===== src/hw/rtl/tagl_pkg.sv =====
package tagl_pkg;

   // default geometry: 8 ways, 64 sets, 128-byte lines, 32-bit addresses
   localparam int unsigned DefWaysLog2      = 3;
   localparam int unsigned DefLineBytesLog2 = 7;
   localparam int unsigned DefSetsLog2      = 6;
   localparam int unsigned DefAddrBits      = 32;

   // fixed widths of the result fields
   localparam int unsigned SetIndexBits   = 6;
   localparam int unsigned WayIndexBits   = 3;
   localparam int unsigned LineOffsetBits = 7;
   localparam int unsigned VictimTagBits  = 25;

   // lookup sequencer states
   typedef enum logic {
      ST_IDLE,
      ST_LOOKUP
   } lookup_state_type;

endpackage


===== src/hw/rtl/tagl_lookup.sv =====
module tagl_lookup #(
   parameter int unsigned WAYS_LOG2       = tagl_pkg::DefWaysLog2,
   parameter int unsigned LINE_BYTES_LOG2 = tagl_pkg::DefLineBytesLog2,
   parameter int unsigned SETS_LOG2       = tagl_pkg::DefSetsLog2,
   parameter int unsigned ADDR_BITS       = tagl_pkg::DefAddrBits,
   localparam int unsigned NUM_WAYS = 1 << WAYS_LOG2,
   localparam int unsigned TAG_BITS = ADDR_BITS - LINE_BYTES_LOG2,
   localparam int unsigned WAY_W    = (WAYS_LOG2 > 0) ? WAYS_LOG2 : 1,
   localparam int unsigned SET_W    = (SETS_LOG2 > 0) ? SETS_LOG2 : 1,
   localparam int unsigned ROW_W    = NUM_WAYS * TAG_BITS
) (
   input  logic                                      clock,
   input  logic                                      reset,
   // request channel
   input  logic                                      req_valid,
   output logic                                      req_stall,
   input  logic [ADDR_BITS-1:0]                      req_address,
   // response channel
   output logic                                      rsp_valid,
   input  logic                                      rsp_stall,
   output logic                                      rsp_hit,
   output logic [tagl_pkg::SetIndexBits-1:0]         rsp_set_index,
   output logic [tagl_pkg::WayIndexBits-1:0]         rsp_way_index,
   output logic [tagl_pkg::LineOffsetBits-1:0]       rsp_line_offset,
   output logic [tagl_pkg::VictimTagBits-1:0]        rsp_victim_tag,
   // tag row memory
   output logic                                      tag_rd_en,
   output logic [SET_W-1:0]                          tag_rd_addr,
   input  logic [ROW_W-1:0]                          tag_rd_data,
   output logic                                      tag_wr_en,
   output logic [SET_W-1:0]                          tag_wr_addr,
   output logic [ROW_W-1:0]                          tag_wr_data,
   // replacement pointer memory
   output logic                                      ptr_rd_en,
   output logic [SET_W-1:0]                          ptr_rd_addr,
   input  logic [WAY_W-1:0]                          ptr_rd_data,
   output logic                                      ptr_wr_en,
   output logic [SET_W-1:0]                          ptr_wr_addr,
   output logic [WAY_W-1:0]                          ptr_wr_data
);

   localparam int unsigned EXT_W = TAG_BITS + SET_W;
   localparam logic [WAY_W-1:0] WAY_MASK = WAY_W'(NUM_WAYS - 1);

   tagl_pkg::lookup_state_type state_ff, state_in;

   logic [ADDR_BITS-1:0] addr_ff;
   logic                 accept;
   logic                 rsp_take;

   logic                 rsp_valid_ff;
   logic                 hit_ff;
   logic [tagl_pkg::SetIndexBits-1:0]   set_index_ff;
   logic [tagl_pkg::WayIndexBits-1:0]   way_index_ff;
   logic [tagl_pkg::LineOffsetBits-1:0] line_offset_ff;
   logic [tagl_pkg::VictimTagBits-1:0]  victim_tag_ff;

   logic [TAG_BITS-1:0]        req_tag;
   logic [EXT_W-1:0]           req_tag_ext;
   logic [SET_W-1:0]           req_set;
   logic [TAG_BITS-1:0]        cur_tag;
   logic [EXT_W-1:0]           cur_tag_ext;
   logic [SET_W-1:0]           cur_set;
   logic [LINE_BYTES_LOG2-1:0] cur_offset;

   logic                 found;
   logic [WAY_W-1:0]     match_way;
   logic [WAY_W-1:0]     victim_way;
   logic [WAY_W-1:0]     result_way;
   logic [TAG_BITS-1:0]  victim_tag;
   logic [ROW_W-1:0]     new_row;

   // address split for the incoming request and the held one
   always_comb begin
      req_tag     = req_address[ADDR_BITS-1:LINE_BYTES_LOG2];
      req_tag_ext = EXT_W'(req_tag);
      req_set     = (SETS_LOG2 > 0) ? req_tag_ext[SET_W-1:0] : '0;
      cur_tag     = addr_ff[ADDR_BITS-1:LINE_BYTES_LOG2];
      cur_tag_ext = EXT_W'(cur_tag);
      cur_set     = (SETS_LOG2 > 0) ? cur_tag_ext[SET_W-1:0] : '0;
      cur_offset  = addr_ff[LINE_BYTES_LOG2-1:0];
   end

   // compare all ways of the set, lowest matching way wins
   always_comb begin
      found     = 1'b0;
      match_way = '0;
      for (int w = NUM_WAYS - 1; w >= 0; w--) begin
         if (tag_rd_data[w*TAG_BITS +: TAG_BITS] == cur_tag) begin
            found     = 1'b1;
            match_way = WAY_W'(w);
         end
      end
   end

   // fifo victim selection and row update on a miss
   always_comb begin
      victim_way = ptr_rd_data & WAY_MASK;
      victim_tag = '0;
      new_row    = tag_rd_data;
      for (int w = 0; w < NUM_WAYS; w++) begin
         if (WAY_W'(w) == victim_way) begin
            victim_tag                      = tag_rd_data[w*TAG_BITS +: TAG_BITS];
            new_row[w*TAG_BITS +: TAG_BITS] = cur_tag;
         end
      end
      result_way = found ? match_way : victim_way;
   end

   assign rsp_take = rsp_valid_ff && !rsp_stall;

   // sequencer: next state, stall and memory controls
   always_comb begin
      state_in    = state_ff;
      req_stall   = 1'b1;
      accept      = 1'b0;
      tag_wr_en   = 1'b0;
      ptr_wr_en   = 1'b0;
      unique case (state_ff)
         tagl_pkg::ST_IDLE: begin
            req_stall = rsp_valid_ff && rsp_stall;
            accept    = req_valid && !req_stall;
            if (accept) begin
               state_in = tagl_pkg::ST_LOOKUP;
            end
         end
         tagl_pkg::ST_LOOKUP: begin
            tag_wr_en = !found;
            ptr_wr_en = !found;
            state_in  = tagl_pkg::ST_IDLE;
         end
         default: begin
            state_in = tagl_pkg::ST_IDLE;
         end
      endcase
   end

   assign tag_rd_en   = accept;
   assign tag_rd_addr = req_set;
   assign ptr_rd_en   = accept;
   assign ptr_rd_addr = req_set;
   assign tag_wr_addr = cur_set;
   assign tag_wr_data = new_row;
   assign ptr_wr_addr = cur_set;
   assign ptr_wr_data = WAY_W'(victim_way + WAY_W'(1)) & WAY_MASK;

   // state and response valid
   always_ff @(posedge clock) begin
      if (reset) begin
         state_ff     <= tagl_pkg::ST_IDLE;
         rsp_valid_ff <= 1'b0;
      end else begin
         state_ff <= state_in;
         if (state_ff == tagl_pkg::ST_LOOKUP) begin
            rsp_valid_ff <= 1'b1;
         end else if (rsp_take) begin
            rsp_valid_ff <= 1'b0;
         end
      end
   end

   // held address and result payload
   always_ff @(posedge clock) begin
      if (accept) begin
         addr_ff <= req_address;
      end
      if (state_ff == tagl_pkg::ST_LOOKUP) begin
         hit_ff         <= found;
         set_index_ff   <= tagl_pkg::SetIndexBits'(cur_set);
         way_index_ff   <= tagl_pkg::WayIndexBits'(result_way);
         line_offset_ff <= tagl_pkg::LineOffsetBits'(cur_offset);
         victim_tag_ff  <= found ? '0 : tagl_pkg::VictimTagBits'(victim_tag);
      end
   end

   assign rsp_valid       = rsp_valid_ff;
   assign rsp_hit         = hit_ff;
   assign rsp_set_index   = set_index_ff;
   assign rsp_way_index   = way_index_ff;
   assign rsp_line_offset = line_offset_ff;
   assign rsp_victim_tag  = victim_tag_ff;

endmodule


===== config.mk =====
export PLATFORM = sky130hd
export DESIGN_NAME = tagl_lookup
export DESIGN_NICKNAME = d
export VERILOG_FILES = /design/src/hw/rtl/tagl_pkg.sv /design/src/hw/rtl/tagl_lookup.sv
export SDC_FILE = /design/constraint.sdc
export NUM_CORES = 1
export LEC_CHECK = 0
export BUFFER_PORTS_ARGS = -buffer_cell sky130_fd_sc_hd__buf_2
export CAP_MARGIN = 20
export CORE_AREA = 2 2 200 202
export DETAILED_ROUTE_END_ITERATION = 10
export DIE_AREA = 0 0 202 204
export GPL_ROUTABILITY_DRIVEN = 0
export PLACE_DENSITY = 0.49
export REMOVE_ABC_BUFFERS = 1
export SYNTH_ARGS = -nofsm -noshare
export SYNTH_HDL_FRONTEND = slang
export SYNTH_SLANG_ARGS = --single-unit

===== constraint.sdc =====
create_clock -name clock -period 3.5 [get_ports clock]
set_input_delay 0.35 -clock clock [delete_from_list [all_inputs] [get_ports clock]]
set_output_delay 0.35 -clock clock [all_outputs]
set_load 0.05 [all_outputs]

# Word level (Yosys, flattened, before mapping)
# Index checks and enable logic that the tools add are counted.
# classes
n_addsub	1
n_eq_ne	15
mux	40
bitwise_logic	1
reduce_logical	8
# ops
operator	n
$mux 25	16
$eq 25x25->1	8
$mux 3	9
$mux 1	14
$eq 3x3->1 const A	4
$eq 2x3->1 const A	2
$add 3x1->3 const B	1
$eq 1x3->1 const A	1
$logic_and 1x1->1	3
$logic_not 1->1	3
$logic_not 3->1	1
$pmux 1 s2	1
$reduce_bool 2->1	1
$not 1->1	1
# totals
regBits	76
input_bits	239
out_inout_bits	275
word_cells	73

# Logic depth before layout (Yosys ltp)
# logic_depth
word_depth	11
mapped_depth	12
depth_no_buf	9

# Least setup slack after synthesis
# No wires, ideal clock.
# synth_timing
path_kind	register to output
start	reg addr_ff[9]
end	out tag_wr_en
arrival_ns	2.717
required_time_ns	3.150
setup_slack_ns	0.433
stages_incl_launch_ff	13
n_path_buf	5
cell_sequence	edfxtp_1 > buf_2 > buf_2 > xnor2_1 > nand4_1 > nor4_1 > nand4_1 > nand4_1 > or2_1 > buf_6 > buf_6 > nor2_1 > buf_4
# synth_via
elab_chain_len	11
elab_cells_between_ends	18
cone_classes	8 x eq/ne; 9 x mux; 1 x reduce/logical
# synth_lines
item	line	text
start, declared	tagl_lookup.sv:47	logic [ADDR_BITS-1:0] addr_ff;
start signal, assigned	tagl_lookup.sv:165	addr_ff <= req_address;
$eq 25x25->1	tagl_lookup.sv:89	if (tag_rd_data[w*TAG_BITS +: TAG_BITS] == cur_tag) begin
$mux 1 (7 in series)	tagl_lookup.sv:89	
$mux 1 *	tagl_lookup.sv:89	
net found	tagl_lookup.sv:66	logic found;
$logic_not 1->1 *	-	
$mux 1 *	-	
end, declared	tagl_lookup.sv:30	output logic tag_wr_en,
# Mark *: on every way through the listed nets, which the timed path passes. The rest lies on a longest branch.

# Worst setup path in the final report
# layout_timing
start	reg addr_ff[28]
end	out tag_wr_en
# layout_via
elab_chain_len	11
elab_cells_between_ends	18
cone_classes	8 x eq/ne; 9 x mux; 1 x reduce/logical
# layout_lines
item	line	text
$eq 25x25->1	tagl_lookup.sv:89	
$mux 1 (7 in series)	tagl_lookup.sv:89	
$mux 1 *	tagl_lookup.sv:89	
$logic_not 1->1 *	tagl_lookup.sv:128	tag_wr_en = !found;
$mux 1 *	tagl_lookup.sv:119	unique case (state_ff)
# Every way passes the cells marked *; elsewhere a longest branch is shown, timed or not.

==> results by group <==
Outcome
  – Status: finished, final reports clean

Route
  – Vias: 10500
  – Final wirelength: 52.5 mm
  – First-pass detailed-route iteration total: 5
  – Drt drc: 0
  – Iter 0 DRT Violations: 841
  – Vias per inst: 4.89
  – Routed Antenna Nets: 0
  – Avg WL per Cell: 24.4 µm

Die
  – Ports: 514
  – Die Width: 202 µm
  – Row cnt: 73
  – Die height: 204 µm
  – Core area: 39200 µm²
  – Die area: 41200 µm²
  – Starting Density: 23.6%

Timing
  – Max Fclk: 298 MHz
  – Clock skew: 7.64 ps
  – Worst-Margin Slew: 829 ps
  – Period utilization: 95.9%
  – Endpoints failing hold: 0
  – Worst slew margin: 44.7%
  – Final-report setup violation count: 0
  – Period minus WS final: 3360 ps
  – RSZ-0062 raised after global routing: false
  – Pins Over Slew Limit: 0

CTS
  – H-tree levels: 3
  – CTS Buf Count: 9
  – CTS Buffer Depth: 2
  – Worst-path clk slew: 70 ps
  – Sink Count: 76
  – Setup bufs post-CTS: 0
  – Hold_buf cts: 0
  – Root buffer cell: clkbuf_16
  – CTS tree: yes
  – Clk_lat worst skew: 360 ps

Yosys
  – Mapped Cells: 1187
  – Mapped Avg Cell Area: 7.78 µm²
  – Async SR Flop Fraction: 0%
  – Ys flop type: edfxtp_1
  – Syn. warnings: 0
  – Synth cell types: 41
  – Post-synth EDFFs: 74
  – Synth Register Bits: 76
  – Synth Cell Area: 9230 µm²
  – Register area share after synthesis: 24.5%

Finish
  – Layout cells sized above 1: 43.4%
  – Filler Cell Count: 4303
  – Final Cell Area: 12700 µm²
  – Area added between synthesis and finish: 37.1%
  – Final nets: 1868

Global routing
  – Pin count of the biggest net entering global routing: 76
  – First-pass GRT wire length: 73.2 mm
  – Global Route Usage Sum: 24.4%
  – Initial antenna violation count: 3
  – Number of global-route vias before repair: 10100
  – GRT overflow: 0

Worst setup path
  – Worst setup EP type: output pin
  – Critical path fanouts, max: 10
  – Startpoint Class: register
  – CP arrival: 3010 ps
  – Worst path required time: 3150 ps
  – Critical path class: reg2out

Power
  – Pwr Total: 4.53 mW
  – Peak supply drop: 251 µV
  – Pleak: 5.70 nW
  – Cell Pwr Density: 358 nW/µm²

Placed design
  – DP HPWL: 42.1 mm
  – Dpl cell area: 12300 µm²
  – # port buffers: 513

Hold path
  – Hold WC Path Type: in2reg

Flow run
  – Max_cap viols: 0
==> path summary, 6_finish.rpt <==
kind                    start            endpoint  slack [ps]  depth (start not counted)
setup / recovery  addr_ff[28]           tag_wr_en         140                         10
hold reg to reg    addr_ff[1]  rsp_line_offset[1]         420                          0
hold / removal          reset            state_ff         160                          2
setup reg to reg  addr_ff[20]    rsp_way_index[0]         450                          7
==> metrics by stage <==
step	hold slack (ps)	TNS [ps]	setup slack [ps]	util, %	std cells
2_1_floorplan	400	-8140	-519	-	1040
3_3_place_gp	400	0	245	31.3	2137
3_5_place_dp	407	0	170	31.3	2137
4_1_cts	142	0	82.2	32.2	2153
5_1_grt	149	0	5.99	32.3	2154
6_report	155	0	144	32.3	2155
==> critical path: stages, from the launching register on <==
cell and delay (ps):
edfxtp_1 530, buf_4 250, xor2_1 170, nor4_1 320, buf_4 180, nand4_1 90, nor4_2 430, nand4bb_1 210
or2_4 190, nor2_1 70, buf_2 210
==> routing by layer <==
metal | wire [µm] | global-route usage (%) | up-vias
met5 | 13 | 0 | -
met4 | 809 | 4.49 | 2
met3 | 3290 | 4.05 | 46
met2 | 25300 | 41.3 | 484
met1 | 23100 | 33.0 | 5074
li1 | - | - | 4936
==> layout make-up <==
| cell class | instances | area (µm²) | share of cell area [%] |
|---|---|---|---|
| Antenna cell | 2 | 5.00 | 0.0395 |
| Clock buffer | 9 | 225 | 1.78 |
| Clock inverter | 7 | 124 | 0.979 |
| Inverter | 7 | 26.3 | 0.208 |
| Multi-Input combinational cell | 957 | 6210 | 49.0 |
| Sequential cell | 76 | 2260 | 17.9 |
| Tap cell | 525 | 657 | 5.19 |
| Timing Repair Buffer | 572 | 3150 | 24.9 |
==> cell families (layout without fill, tap and decap cells) <==
family	count (synthesis)	count (layout)	share of synthesized area, %
muxes	100	100	12.2
other	0	2	0
xor gates and xnor gates	200	200	19.0
buffers and inverters	154	595	8.92
and+or+nand+nor	483	483	21.9
AOI/OAI and AO/OA	168	168	12.7
adders and majority gates	6	6	0.813
DFF	76	76	24.5
==> synthesized netlist by cell type (all sizes together) (14+ instances only) <==
cell / instances / area, µm²
nand2: 349 / 1310
xnor2: 118 / 1030
mux2: 100 / 1130
buf: 96 / 606
xor2: 82 / 718
edfxtp: 74 / 2220
nor2: 57 / 214
a21oi: 51 / 255
clkbuf: 51 / 191
nand4: 32 / 200
o211ai: 25 / 188
o21ai: 24 / 120
nor4: 23 / 156
a311oi: 14 / 123
==> flip-flops by register name (all words and copies together) (netlist names) <==
name,cells
state_ff,1
rsp_way_index,3
rsp_victim_tag,25
rsp_hit,1
rsp_valid,1
rsp_line_offset,7
rsp_set_index,6
addr_ff,32
==> report_power, final <==
part	switching, mW	leakage (nW)	internal (mW)	total [mW]
Sequential	0.0608	0.718	1.07	1.13
Combinational	1.62	4.81	0.650	2.27
Clock	0.425	0.166	0.702	1.13
==> layout by cell type, fill, tap and decap left out, drive strengths merged, types with 13 or more instances in the layout <==
master	Yosys	final
nor2	57	57
o211ai	25	25
buf	96	572
a311oi	14	14
xor2	82	82
nor4	23	23
xnor2	118	118
nand2	349	349
o31ai	13	13
o21ai	24	24
a221oi	13	13
edfxtp	74	74
mux2	100	100
nand4	32	32
a21oi	51	51
==> timing repair <==
action,4_1_cts,5_1_grt
resized for setup,2,3
setup endpoints to repair,2,2
endpoints found under the hold margin,0,0
Note: power is estimated with default switching activity, not from simulation.
