### src/hw/rtl/tagl_row_ram.sv
module tagl_row_ram #(
   parameter int unsigned ROW_W  = 8,
   parameter int unsigned ADDR_W = 6
) (
   input  logic              clock,
   input  logic              reset,
   input  logic              rd_en,
   input  logic [ADDR_W-1:0] rd_addr,
   output logic [ROW_W-1:0]  rd_data,
   input  logic              wr_en,
   input  logic [ADDR_W-1:0] wr_addr,
   input  logic [ROW_W-1:0]  wr_data
);

   localparam int unsigned DEPTH = 1 << ADDR_W;

   logic [ROW_W-1:0] rows_ff [DEPTH];
   logic [DEPTH-1:0] valid_ff;
   logic [ROW_W-1:0] rd_data_ff;
   logic             rd_valid_ff;

   // row storage, one write and one registered read per cycle
   always_ff @(posedge clock) begin
      if (wr_en) begin
         rows_ff[wr_addr] <= wr_data;
      end
      if (rd_en) begin
         rd_data_ff <= rows_ff[rd_addr];
      end
   end

   // per-row written flags, a row never written reads as all zero
   always_ff @(posedge clock) begin
      if (reset) begin
         valid_ff    <= '0;
         rd_valid_ff <= 1'b0;
      end else begin
         if (wr_en) begin
            valid_ff[wr_addr] <= 1'b1;
         end
         if (rd_en) begin
            rd_valid_ff <= valid_ff[rd_addr];
         end
      end
   end

   assign rd_data = rd_valid_ff ? rd_data_ff : '0;

endmodule

### config.mk
export PLATFORM = sky130hd
export DESIGN_NAME = tagl_row_ram
export DESIGN_NICKNAME = d
export VERILOG_FILES = /design/src/hw/rtl/tagl_row_ram.sv
export SDC_FILE = /design/constraint.sdc
export NUM_CORES = 1
export LEC_CHECK = 0
export ABC_AREA = 1
export ABC_CLOCK_PERIOD_IN_PS = 2000
export BUFFER_PORTS_ARGS = -buffer_cell sky130_fd_sc_hd__buf_2
export CELL_PAD_IN_SITES_DETAIL_PLACEMENT = 2
export CELL_PAD_IN_SITES_GLOBAL_PLACEMENT = 2
export CORE_MARGIN = 5
export CORE_UTILIZATION = 40
export DETAILED_ROUTE_END_ITERATION = 6
export HOLD_SLACK_MARGIN = 0.08
export PLACE_DENSITY = 0.84
export SLEW_MARGIN = 20
export SYNTH_ARGS = -nofsm -noshare
export SYNTH_HDL_FRONTEND = slang
export SYNTH_SLANG_ARGS = --single-unit
### constraint.sdc
create_clock -name clock -period 2 [get_ports clock]
set_input_delay 0.4 -clock clock [delete_from_list [all_inputs] [get_ports clock]]
set_output_delay 0.4 -clock clock [all_outputs]
set_load 0.01 [all_outputs]
# Word-level counts from Yosys, hierarchy flattened
# Memories as Yosys holds them, arrays and structs flattened. A register that Yosys moved wholly into a read port is not among the register bits.
# Cells that the tools add are included.
[op_classes]
mux = 7
n_bitwise = 1
reduce_logical = 1
magnitude_cmp = 3
[op_table]
columns = ["op", "count"]
rows = [
  ["OR 64 bit", 1],
  ["less-than comparator 6 x 7 -> 1 bit, second input constant", 2],
  ["2-to-1 mux 8 bit", 1],
  ["binary-select mux 1 bit (select 6 bit)", 1],
  ["demux 1 bit (select 6 bit)", 1],
  [">= comparator 6 x 1 -> 1 bit, second input constant", 1],
  ["2-to-1 mux 1 bit", 4],
  ["logical AND 1 bit", 1],
]
[totals]
ff_bits = 65
word_cells = 15
memories = 1
output_inout_bits = 8
ramBits = 512
input_bits = 24
[memory_table]
columns = ["memory", "depth", "word_bits", "rd", "rd_ports_with_merged_regs", "write_ports", "line_no", "rtl"]
rows = [
  ["rows_ff", 64, 8, 1, 1, 1, "17", "logic [ROW_W-1:0] rows_ff [DEPTH];"],
]

# Logic depth before layout (Yosys ltp)
# Gate-level depths: netlist (run 1).
[depth]
word_depth = 5
ltp_mapped = 15
mapped_depth_nobuf = 11

# Least setup slack after synthesis (run 1)
# Ideal clock, no wire load.
[synth_timing]
path_kind = "input port to flip-flop"
from = "input rd_addr[0]"
to = "register rd_data_ff[3] (read register of rows_ff) (data pin)"
path_stages = 13
required_ns = 1.747
path_buffers = 4
setup_ns = 0.253
arrival_ns = 1.478
path_slack_ns = 0.268
cell_sequence = "buf_6 > buf_8 > inv_8 > buf_8 > buf_4 > o21ai_0 > o22ai_1 > nand2_1 > nand2_1 > nand2_1 > nand3_1 > nand3_1 > nand2_1"
[synth_lines]
columns = ["element", "line_no", "rtl"]
rows = [
  ["from (decl)", "8", "input logic [ADDR_W-1:0] rd_addr,"],
  ["to (decl)", "19", "logic [ROW_W-1:0] rd_data_ff;"],
]

# Final worst setup path (run 1)
[layout_timing]
from = "register rd_valid_ff"
to = "output rd_data[3]"
[layout_between]
elab_chain_cells = 1
[layout_lines]
columns = ["element", "line_no", "rtl"]
rows = [
  ["from (decl)", "20", "logic rd_valid_ff;"],
  ["from (signal assigned)", "42", "rd_valid_ff <= valid_ff[rd_addr];"],
  ["2-to-1 mux 8 bit", "47", "assign rd_data = rd_valid_ff ? rd_data_ff : '0;"],
  ["to (decl)", "9", "output logic [ROW_W-1:0] rd_data,"],
]
# No other way between the ends.

==> results of run 1 <==
cell type report:
cell class | instances | share of cell area [%]
diodes | 1 | 0.00902
multi-input cells | 1312 | 20.6
well taps | 765 | 3.45
flip-flops and latches | 585 | 61.0
repair buffers | 217 | 7.18
clock inverters | 33 | 1.13
clock buffers | 80 | 5.94
inverters | 45 | 0.645
cell usage in the layout, fill, tap and decap left out, drive strengths merged:
cell / synthesis / routed
o21ai: 256 / 256
buf: 74 / 215
edfxtp: 520 / 520
nor2: 460 / 460
o22ai: 128 / 128
inv: 41 / 43
bufinv: 0 / 5
clkinv: 4 / 26
nor3: 14 / 14
clkinvlp: 0 / 4
nand2: 347 / 347
nand3: 107 / 107
dfxtp: 65 / 65
dlygate4sd3: 0 / 1
diode: 0 / 1
clkbuf: 54 / 81
final timing paths:
check                       end  depth (start not counted)
setup reg to reg  rd_data_ff[0]                          8
setup / recovery     rd_data[3]                          3
hold reg to reg    valid_ff[50]                          2
hold / removal    rd_data_ff[2]                          1
layer usage:
layer | track usage [%] | up-vias | part of all wire [%]
met1 | 34.4 | 9355 | 40
met4 | 11.4 | 4 | 4.2
met5 | 0 | - | 0.032
met2 | 46.9 | 748 | 49
met3 | 5.03 | 223 | 6.5
li1 | - | 7581 | -
power by group through the flow:
stage                     clock network [uW]  registers, uW  logic (uW)
final                                  11400          13400        2000
after global placement                     0          13700        1780
after CTS                              11600          13400        1980
after detailed placement                   0          13700        1920
after global routing                   12100          13400        2110
after floorplan                            0          13700         917
sequential cells by signal, summed over array words and instances (netlist names):
signal / count
rd_data_ff: 8
rd_valid_ff: 1
rows_ff: 512
valid_ff: 64
timing repair:
action,in CTS,in global routing
hold buffers,1,0
endpoints found under the setup margin,8,0
resized for setup,2,0
endpoints found under the hold margin,1,0
critical path: stages (launching register included):
cell and delay [ns]:
dfxtp_4 0.43, nand2_1 0.17, inv_1 0.09, buf_2 0.13
through the flow:
step                cell area [sq um]  instances  total power (uW)  utilization (%)  hold WS, ns
global route                    27700       3037             27700             47.9        0.178
floorplan                       23500       2070             14600                -        0.440
CTS                             27700       3037             27000             47.9        0.156
global placement                25700       2923             15500             44.5        0.450
detailed placement              25700       2923             15600             44.5        0.468
finish                          27700       3038             26900             47.9        0.193
kinds of logic after synthesis:
kind of cell,Yosys count,synth area share [%]
AND/OR/NAND/NOR,928,15.5
AO/OA/AOI/OAI,384,8.86
flip-flops,585,72.0
buffers and inverters,173,3.68
==> results.yml, run 1 <==
final_layout:
  num-nets-final: 2245
  seq_area_sq_um: 16900
  areaGrowthSynthToFinish_pct: 18.0
  drive_gt1_share_pct: 13.9
  multi_input_area_sq_um: 5720
  fill_cells: 5732
yosys:
  syn_inst: 2070
  ys_top_cells_by_count: "edfxtp_1 (520), nor2_1 (460), nand2_1 (347)"
  synthesis.area_sq_um: 23500
  synth_edf_count: 520
  synth_area_leaders: "edfxtp_1 (66%), nor2_1 (7.3%), nand2_1 (5.5%)"
  ys_seq_area_share_pct: 72.0
  ys_ff_latch: 585
  yosysMostFrequentCell: "edfxtp_1"
  avgSynthCellArea_sq_um: 11.4
  syn-num-nets: 2094
  yosysWarnings: 0
  ys.flop_type: "edfxtp_1"
  yosysTopAreaCellShare_pct: 66.5
  yosysUniqueCellTypes: 20
  synth-async-reset-ratio_pct: 0
  synth.largest_area_cell: "edfxtp_1"
clock_network:
  root_buffer: "clkbuf_16"
  cts_buffer_depth: 3
  cts_tree: "done"
  cts_sinks: 585
  cts_buffers: 60
  cts.clk_slew.worst_paths_ns: 0.07
  htreeDepth: 2
  clk_latency_ns: 0.65
  post_cts_buffers: 0
power:
  swShare_pct: 24.1
  power.leakage_uw: 0.00981
  internal_power_uw: 20400
  p_clk_share_pct: 42.6
  vdd_drop_max_mv: 0.672
  pwr-share-comb_pct: 7.4
  switchingPower_uw: 6480
  power_frac_seq_pct: 50.0
  power.density_nw_per_um2: 969
worst_setup_path:
  start_kind: "register"
  worstPathArrival_ns: 1.48
  rr_startpoint: "rows_ff[2][0]"
  regToRegSetupSlack_ns: 0.20
  worstPathMaxFanout: 9
  cp-end-kind: "primary output"
  crit_required_ns: 1.60
  critPathKind: "register to primary output"
  startpoint: "rd_valid_ff"
timing:
  worst_slew_pin_slew_ns: 0.919
  fmax_mhz: 533
  finalClockSkew_ns: 0.0262
  fin_crit_sh_pct: 93.8
  grt_setup_unrepaired: "no"
  slew_violations: 0
  relSlewSlack_pct: 38.7
  period_minus_slack_ns: 1.88
  setup_tns_ns: 0
  setup_violations: 0
  hold_violations: 0
  setup_ws_ns: 0.123
floorplan:
  ios: 32
  die_x_microns: 252
  start_util_pct: 40.6
  dieArea_sq_um: 63700
  core-area_sq_um: 57900
  fp-row-count: 88
  die_h_microns: 252
global_route:
  grt_pass1_vias: 20000
  antenna_found_initial: 3
  gr-total-overflow: 0
  grt_usage_pct: 27.4
  grt_pass1_wl_mm: 131
  grt_max_degree: 65
placement:
  dpl.hpwl_mm: 54.4
  dp_slack_ns: -0.320
  portBuffers: 31
  gp_congestion: 0.826
routing:
  vias: 17900
  drc: 0
  viasPerCell: 5.90
  first_iter_violations: 1566
  dr.pass1.iters: 5
  wirelength_mm: 88.4
  ant_nets: 0
  wire_per_inst_microns: 29.1
min_path:
  min-delay-start: "rd_en"
  hp-class: "primary input to register"
status:
  outcome: "completed"
flow_run:
  cap_violations: 0
Power figures use the tool's default switching activity.
==> run 2: changes to the inputs <==
--- a/config.mk
+++ b/config.mk
@@ -5,7 +5,6 @@
 export SDC_FILE = /design/constraint.sdc
 export NUM_CORES = 1
 export LEC_CHECK = 0
-export ABC_AREA = 1
 export ABC_CLOCK_PERIOD_IN_PS = 2000
 export BUFFER_PORTS_ARGS = -buffer_cell sky130_fd_sc_hd__buf_2
 export CELL_PAD_IN_SITES_DETAIL_PLACEMENT = 2
@@ -14,7 +13,7 @@
 export CORE_UTILIZATION = 40
 export DETAILED_ROUTE_END_ITERATION = 6
 export HOLD_SLACK_MARGIN = 0.08
-export PLACE_DENSITY = 0.84
+export PLACE_DENSITY = 0.76
 export SLEW_MARGIN = 20
 export SYNTH_ARGS = -nofsm -noshare
 export SYNTH_HDL_FRONTEND = slang
==> results.yml, run 2 <==
clock_network:
  cts_buffers: 57
  holdBufCountCts: 0
  cts.clk_slew.worst_paths_ns: 0.07
  clk_latency_ns: 0.62
  root_buffer: "clkbuf_16"
  cts_tree: "done"
  cts_sinks: 585
  htreeDepth: 2
  cts_buffer_depth: 3
final_layout:
  drive_gt1_share_pct: 33.2
  num-nets-final: 1283
  reg.largest.list: "rows_ff x512, valid_ff x64, rd_data_ff x8"
  layout_common_cells: "edfxtp_1 (520), nor2_1 (185), mux4_2 (176)"
  final_common_cell: "edfxtp_1"
  top_register: "rows_ff"
  areaGrowthSynthToFinish_pct: 17.4
  final_util_pct: 47.1
  largest_reg_flops: 512
  fin_cells: 2063
routing:
  wirelength_mm: 70.8
  dr.pass1.iters: 5
  wire_per_inst_microns: 34.3
  viasPerCell: 5.90
  first_iter_violations: 1524
  drc: 0
  ant_nets: 0
  vias: 12200
power:
  power.leakage_uw: 0.00854
  swShare_pct: 22.3
  power_frac_seq_pct: 53.3
  pwr-share-comb_pct: 5.9
  finalPower_uw: 25200
  internal_power_uw: 19600
  power.density_nw_per_um2: 956
  p_clk_share_pct: 40.8
  vdd_drop_max_mv: 0.660
  switchingPower_uw: 5640
worst_setup_path:
  startpoint: "rows_ff[46][6]"
  cp-end-kind: "register"
  slowest_stage: "mux4_2"
  rr_startpoint: "rows_ff[46][6]"
  worstPathArrival_ns: 2.66
  start_kind: "register"
  worst_path_dominant_cell_family: "multiplexers"
  crit_required_ns: 2.36
  crit_chain: "mux4_2 > mux4_2 > mux4_2"
  max_stage_delay_ns: 0.60
  worstPathMaxFanout: 1
  critPathKind: "register to register"
  crit_top_cell: "mux4_2"
  path_buf_inv: 0
timing:
  fmax_mhz: 435
  relSlewSlack_pct: 38.7
  worst_slew_pin_slew_ns: 0.920
  setup_tns_ns: -1.76
  setup_ws_ns: -0.301
  grt_setup_unrepaired: "yes"
  setup_violations: 8
  finalClockSkew_ns: 0.0216
  hold_violations: 0
  period_minus_slack_ns: 2.30
  fin_crit_sh_pct: 115
  slew_violations: 0
yosys:
  synth_edf_count: 520
  ys.flop_type: "edfxtp_1"
  ys_top_cells_by_count: "edfxtp_1 (520), nor2_1 (185), mux4_2 (176)"
  yosysWarnings: 0
  yosysUniqueCellTypes: 29
  ys_seq_area_share_pct: 75.2
  synth.largest_area_cell: "edfxtp_1"
  ys_ff_latch: 585
  yosysTopAreaCellShare_pct: 69.4
  synth-async-reset-ratio_pct: 0
  synth_area_leaders: "edfxtp_1 (69%), mux4_2 (18%), dfxtp_1 (5.8%)"
  synthesis.area_sq_um: 22500
  yosysMostFrequentCell: "edfxtp_1"
  syn-num-nets: 1124
  syn_inst: 1100
  avgSynthCellArea_sq_um: 20.4
floorplan:
  dieArea_sq_um: 61100
  die_x_microns: 247
  ios: 32
  die_h_microns: 247
  core-area_sq_um: 56100
  start_util_pct: 40.1
  fp-row-count: 87
global_route:
  grt_pass1_vias: 13200
  grt_pass1_wl_mm: 102
  gr-total-overflow: 0
  grt_usage_pct: 23.5
  antenna_found_initial: 2
  grt_max_degree: 65
placement:
  dp.cells: 1956
  dpl.hpwl_mm: 44.7
  gp_congestion: 0.804
  portBuffers: 31
status:
  outcome: "finished, violations left"
  violations: "setup timing"
min_path:
  hp-class: "primary input to register"
  min-delay-start: "reset"
flow_run:
  cap_violations: 0
-- run 2: changes by cell type after synthesis, sizes merged, moves of 9 or more --
cell,previous run,this run
and2,0,9
buf,74,29
clkbuf,54,29
inv,41,2
mux2,0,12
mux4,0,176
nand2,347,13
nand3,107,9
nor2,460,185
o21ai,256,6
o22ai,128,4
-- run 2: timing repair --
action / CTS / global route
buffers inserted: 0 / 0
setup endpoints to repair: 9 / 9
gates resized for setup: 9 / 3
hold endpoints to repair: 0 / 0
-- run 2: cell type report --
cell class | instances | area, sq um
Fill cell | 4944 | 29700
Sequential cell | 585 | 16900
Multi-Input combinational cell | 455 | 5340
Clock buffer | 87 | 1620
Timing Repair Buffer | 158 | 1460
Tap cell | 756 | 946
Clock inverter | 19 | 100
Inverter | 2 | 7.51
Antenna cell | 1 | 2.50
-- run 2: kinds of logic after synthesis --
kind of cell | share of synthesized area, %
AOI/OAI and AO/OA | 0.623
buffers and inverters | 1.27
DFF | 75.2
muxes | 18.4
and+or+nand+nor | 4.48
-- run 2: final timing paths --
| kind | to | slack (ns) | cells past startpoint |
|---|---|---|---|
| max | rd_data_ff[6] | -0.30 | 3 |
| max reg2reg | rd_data_ff[6] | -0.30 | 3 |
| min reg2reg | valid_ff[27] | 0.47 | 2 |
| min | valid_ff[35] | 0.18 | 2 |
-- run 2: per-stage QoR --
stage	area, sq um	worst slack, ns	hold slack, ns
global route	26400	-0.270	0.182
finish	26400	-0.301	0.179
global placement	24600	-0.788	0.443
detailed placement	24600	-0.882	0.458
floorplan	22600	-0.364	0.435
CTS	26400	-0.269	0.142
-- run 2: routing by layer --
metal	vias to the layer above	track usage, %	routed length (microns)
li1	4761	-	-
met1	6663	32.7	28800
met2	647	39.0	35400
met3	104	3.93	4770
met4	0	6.20	1920
met5	-	0	0
-- run 2: power groups by stage --
stage / Sequential [uW] / Clock, uW / Combinational [uW]
floorplan: 13700 / 0 / 752
global placement: 13700 / 0 / 1350
detailed placement: 13700 / 0 / 1440
CTS: 13500 / 10500 / 1480
global route: 13400 / 11100 / 1550
finish: 13500 / 10300 / 1490
==> run 3: changes to the inputs <==
--- a/config.mk
+++ b/config.mk
@@ -5,7 +5,7 @@
 export SDC_FILE = /design/constraint.sdc
 export NUM_CORES = 1
 export LEC_CHECK = 0
-export ABC_CLOCK_PERIOD_IN_PS = 2000
+export ABC_CLOCK_PERIOD_IN_PS = 2400
 export BUFFER_PORTS_ARGS = -buffer_cell sky130_fd_sc_hd__buf_2
 export CELL_PAD_IN_SITES_DETAIL_PLACEMENT = 2
 export CELL_PAD_IN_SITES_GLOBAL_PLACEMENT = 2
@@ -14,6 +14,7 @@
 export DETAILED_ROUTE_END_ITERATION = 6
 export HOLD_SLACK_MARGIN = 0.08
 export PLACE_DENSITY = 0.76
+export SETUP_SLACK_MARGIN = 0.05
 export SLEW_MARGIN = 20
 export SYNTH_ARGS = -nofsm -noshare
 export SYNTH_HDL_FRONTEND = slang
==> constraint.sdc (replaced) <==
create_clock -name clock -period 2.4 [get_ports clock]
set_input_delay 0.48 -clock clock [delete_from_list [all_inputs] [get_ports clock]]
set_output_delay 0.48 -clock clock [all_outputs]
set_load 0.01 [all_outputs]
==> results.yml, run 3 (synthesis results as in run 2) <==
global_route:
  grt_usage_pct: 23.3
  grt_pass1_vias: 13200
  antenna_found_initial: 7
  gr-total-overflow: 0
  grt_max_degree: 65
  grt_pass1_wl_mm: 101
routing:
  viasPerCell: 5.77
  first_iter_violations: 1394
  dr.pass1.iters: 5
  ant_nets: 0
  wire_per_inst_microns: 33.5
  wirelength_mm: 69.7
  vias: 12000
  drc: 0
worst_setup_path:
  worstPathArrival_ns: 2.68
  crit_top_cell: "mux4_2"
  worstPathMaxFanout: 1
  crit_required_ns: 2.73
  slowest_stage: "mux4_2"
  max_stage_delay_ns: 0.56
  critPathKind: "register to register"
  start_kind: "register"
  crit_chain: "mux4_2 > mux4_2 > mux2_2 > nand2_1 > o21ai_1"
  cp-end-kind: "register"
floorplan:
  fp-row-count: 87
  start_util_pct: 40.1
  die_x_microns: 247
  die_h_microns: 247
  ios: 32
  dieArea_sq_um: 61100
  core-area_sq_um: 56100
timing:
  relSlewSlack_pct: 45.4
  worst_slew_pin_slew_ns: 0.819
  setup_tns_ns: 0
  holdWs_ns: 0.297
  fmax_mhz: 425
  period_minus_slack_ns: 2.35
  setup_violations: 0
  finalClockSkew_ns: 0.0375
  grt_setup_unrepaired: "no"
  slew_violations: 0
  fin_crit_sh_pct: 98.0
  hold_violations: 0
final_layout:
  largest_reg_flops: 512
  reg.largest.list: "rows_ff x512, valid_ff x64, rd_data_ff x8"
  multi_input_area_sq_um: 5320
  top_register: "rows_ff"
  fin_area_sq_um: 26900
  drive_gt1_share_pct: 35.1
  layout_common_cells: "edfxtp_1 (520), nor2_1 (185), mux4_2 (176)"
  final_common_cell: "edfxtp_1"
  areaGrowthSynthToFinish_pct: 19.6
  seq_area_sq_um: 16900
  num-nets-final: 1297
  fill_cells: 4901
placement:
  placed_cell_area_sq_um: 24600
  portBuffers: 31
  gp_congestion: 0.809
  dpl.hpwl_mm: 45.8
power:
  vdd_drop_max_mv: 0.592
  power.density_nw_per_um2: 849
  finalPower_uw: 22800
  power.leakage_uw: 0.00878
clock_network:
  clk_latency_ns: 0.64
  cts_buffer_depth: 3
  htreeDepth: 2
  cts_tree: "done"
  post_cts_buffers: 0
  holdBufCountCts: 0
  root_buffer: "clkbuf_16"
  cts_buffers: 60
  cts.clk_slew.worst_paths_ns: 0.06
  cts_sinks: 585
min_path:
  hp-class: "primary input to register"
status:
  outcome: "completed"
flow_run:
  cap_violations: 0
[run 3: changes by cell type in the layout (fill, tap and decap cells not counted), moves of 4 or more]
| cell | delta |
|---|---|
| clkbuf_1 | -12 |
| buf_12 | -4 |
| clkinvlp_4 | +9 |
| o21ai_1 | +4 |
| bufinv_16 | +12 |
| clkinv_1 | -5 |
| buf_2 | +4 |
| clkbuf_16 | +4 |
| buf_4 | +11 |
[run 3: layer usage]
metal  global-route usage, %  part of all wire (%)  vias up
met1                    30.8                    40     6550
met2                    38.5                    50      542
met5                       0                 0.036        -
li1                        -                     -     4792
met3                    5.11                   7.1      128
met4                    7.88                   3.5        4
[run 3: final timing paths]
kind / startpoint / endpoint / slack (ns) / cells past startpoint
max: rows_ff[48][7] / rd_data_ff[7] / 0.05 / 5
min: rd_en / rd_data_ff[2] / 0.30 / 1
max reg2reg: rows_ff[48][7] / rd_data_ff[7] / 0.05 / 5
min reg2reg: valid_ff[25] / valid_ff[25] / 0.47 / 2
[run 3: repair_timing]
action                                  4_1_cts  5_1_grt
endpoints found under the setup margin        3        3
cloned                                        0        0
gates resized for setup                       4        5
[run 3: power by group]
| group | total, uW | switching [uW] | internal [uW] |
|---|---|---|---|
| combinational | 1230 | 717 | 510 |
| clock | 10400 | 4120 | 6270 |
| sequential | 11200 | 44.4 | 11200 |
| total | 22800 | 4890 | 17900 |
[run 3: area by class of cell]
class                   instances  share of cell area (%)
multi-input cells             455                    19.8
flip-flops and latches        585                    62.9
clock inverters                33                    1.86
diodes                          3                  0.0279
well taps                     756                    3.52
inverters                       2                  0.0279
repair buffers                169                    5.57
clock buffers                  81                    6.33
[run 3: worst max-delay path, delay by kind of cell (launching register included)]
family           cells  cell delay (ns)
AO/OA/AOI/OAI        1             0.14
multiplexers         3             1.36
AND/OR/NAND/NOR      1             0.14
flip-flops           1             0.40
[run 3: through the flow]
step	cells	setup WS, ns	utilization [%]
3_5_place_dp	1967	-0.713	43.9
4_1_cts	2081	0.0536	47.9
2_1_floorplan	1100	-0.0437	-
6_report	2084	0.0488	48.0
5_1_grt	2081	0.0514	48.0
3_3_place_gp	1967	-0.655	43.9
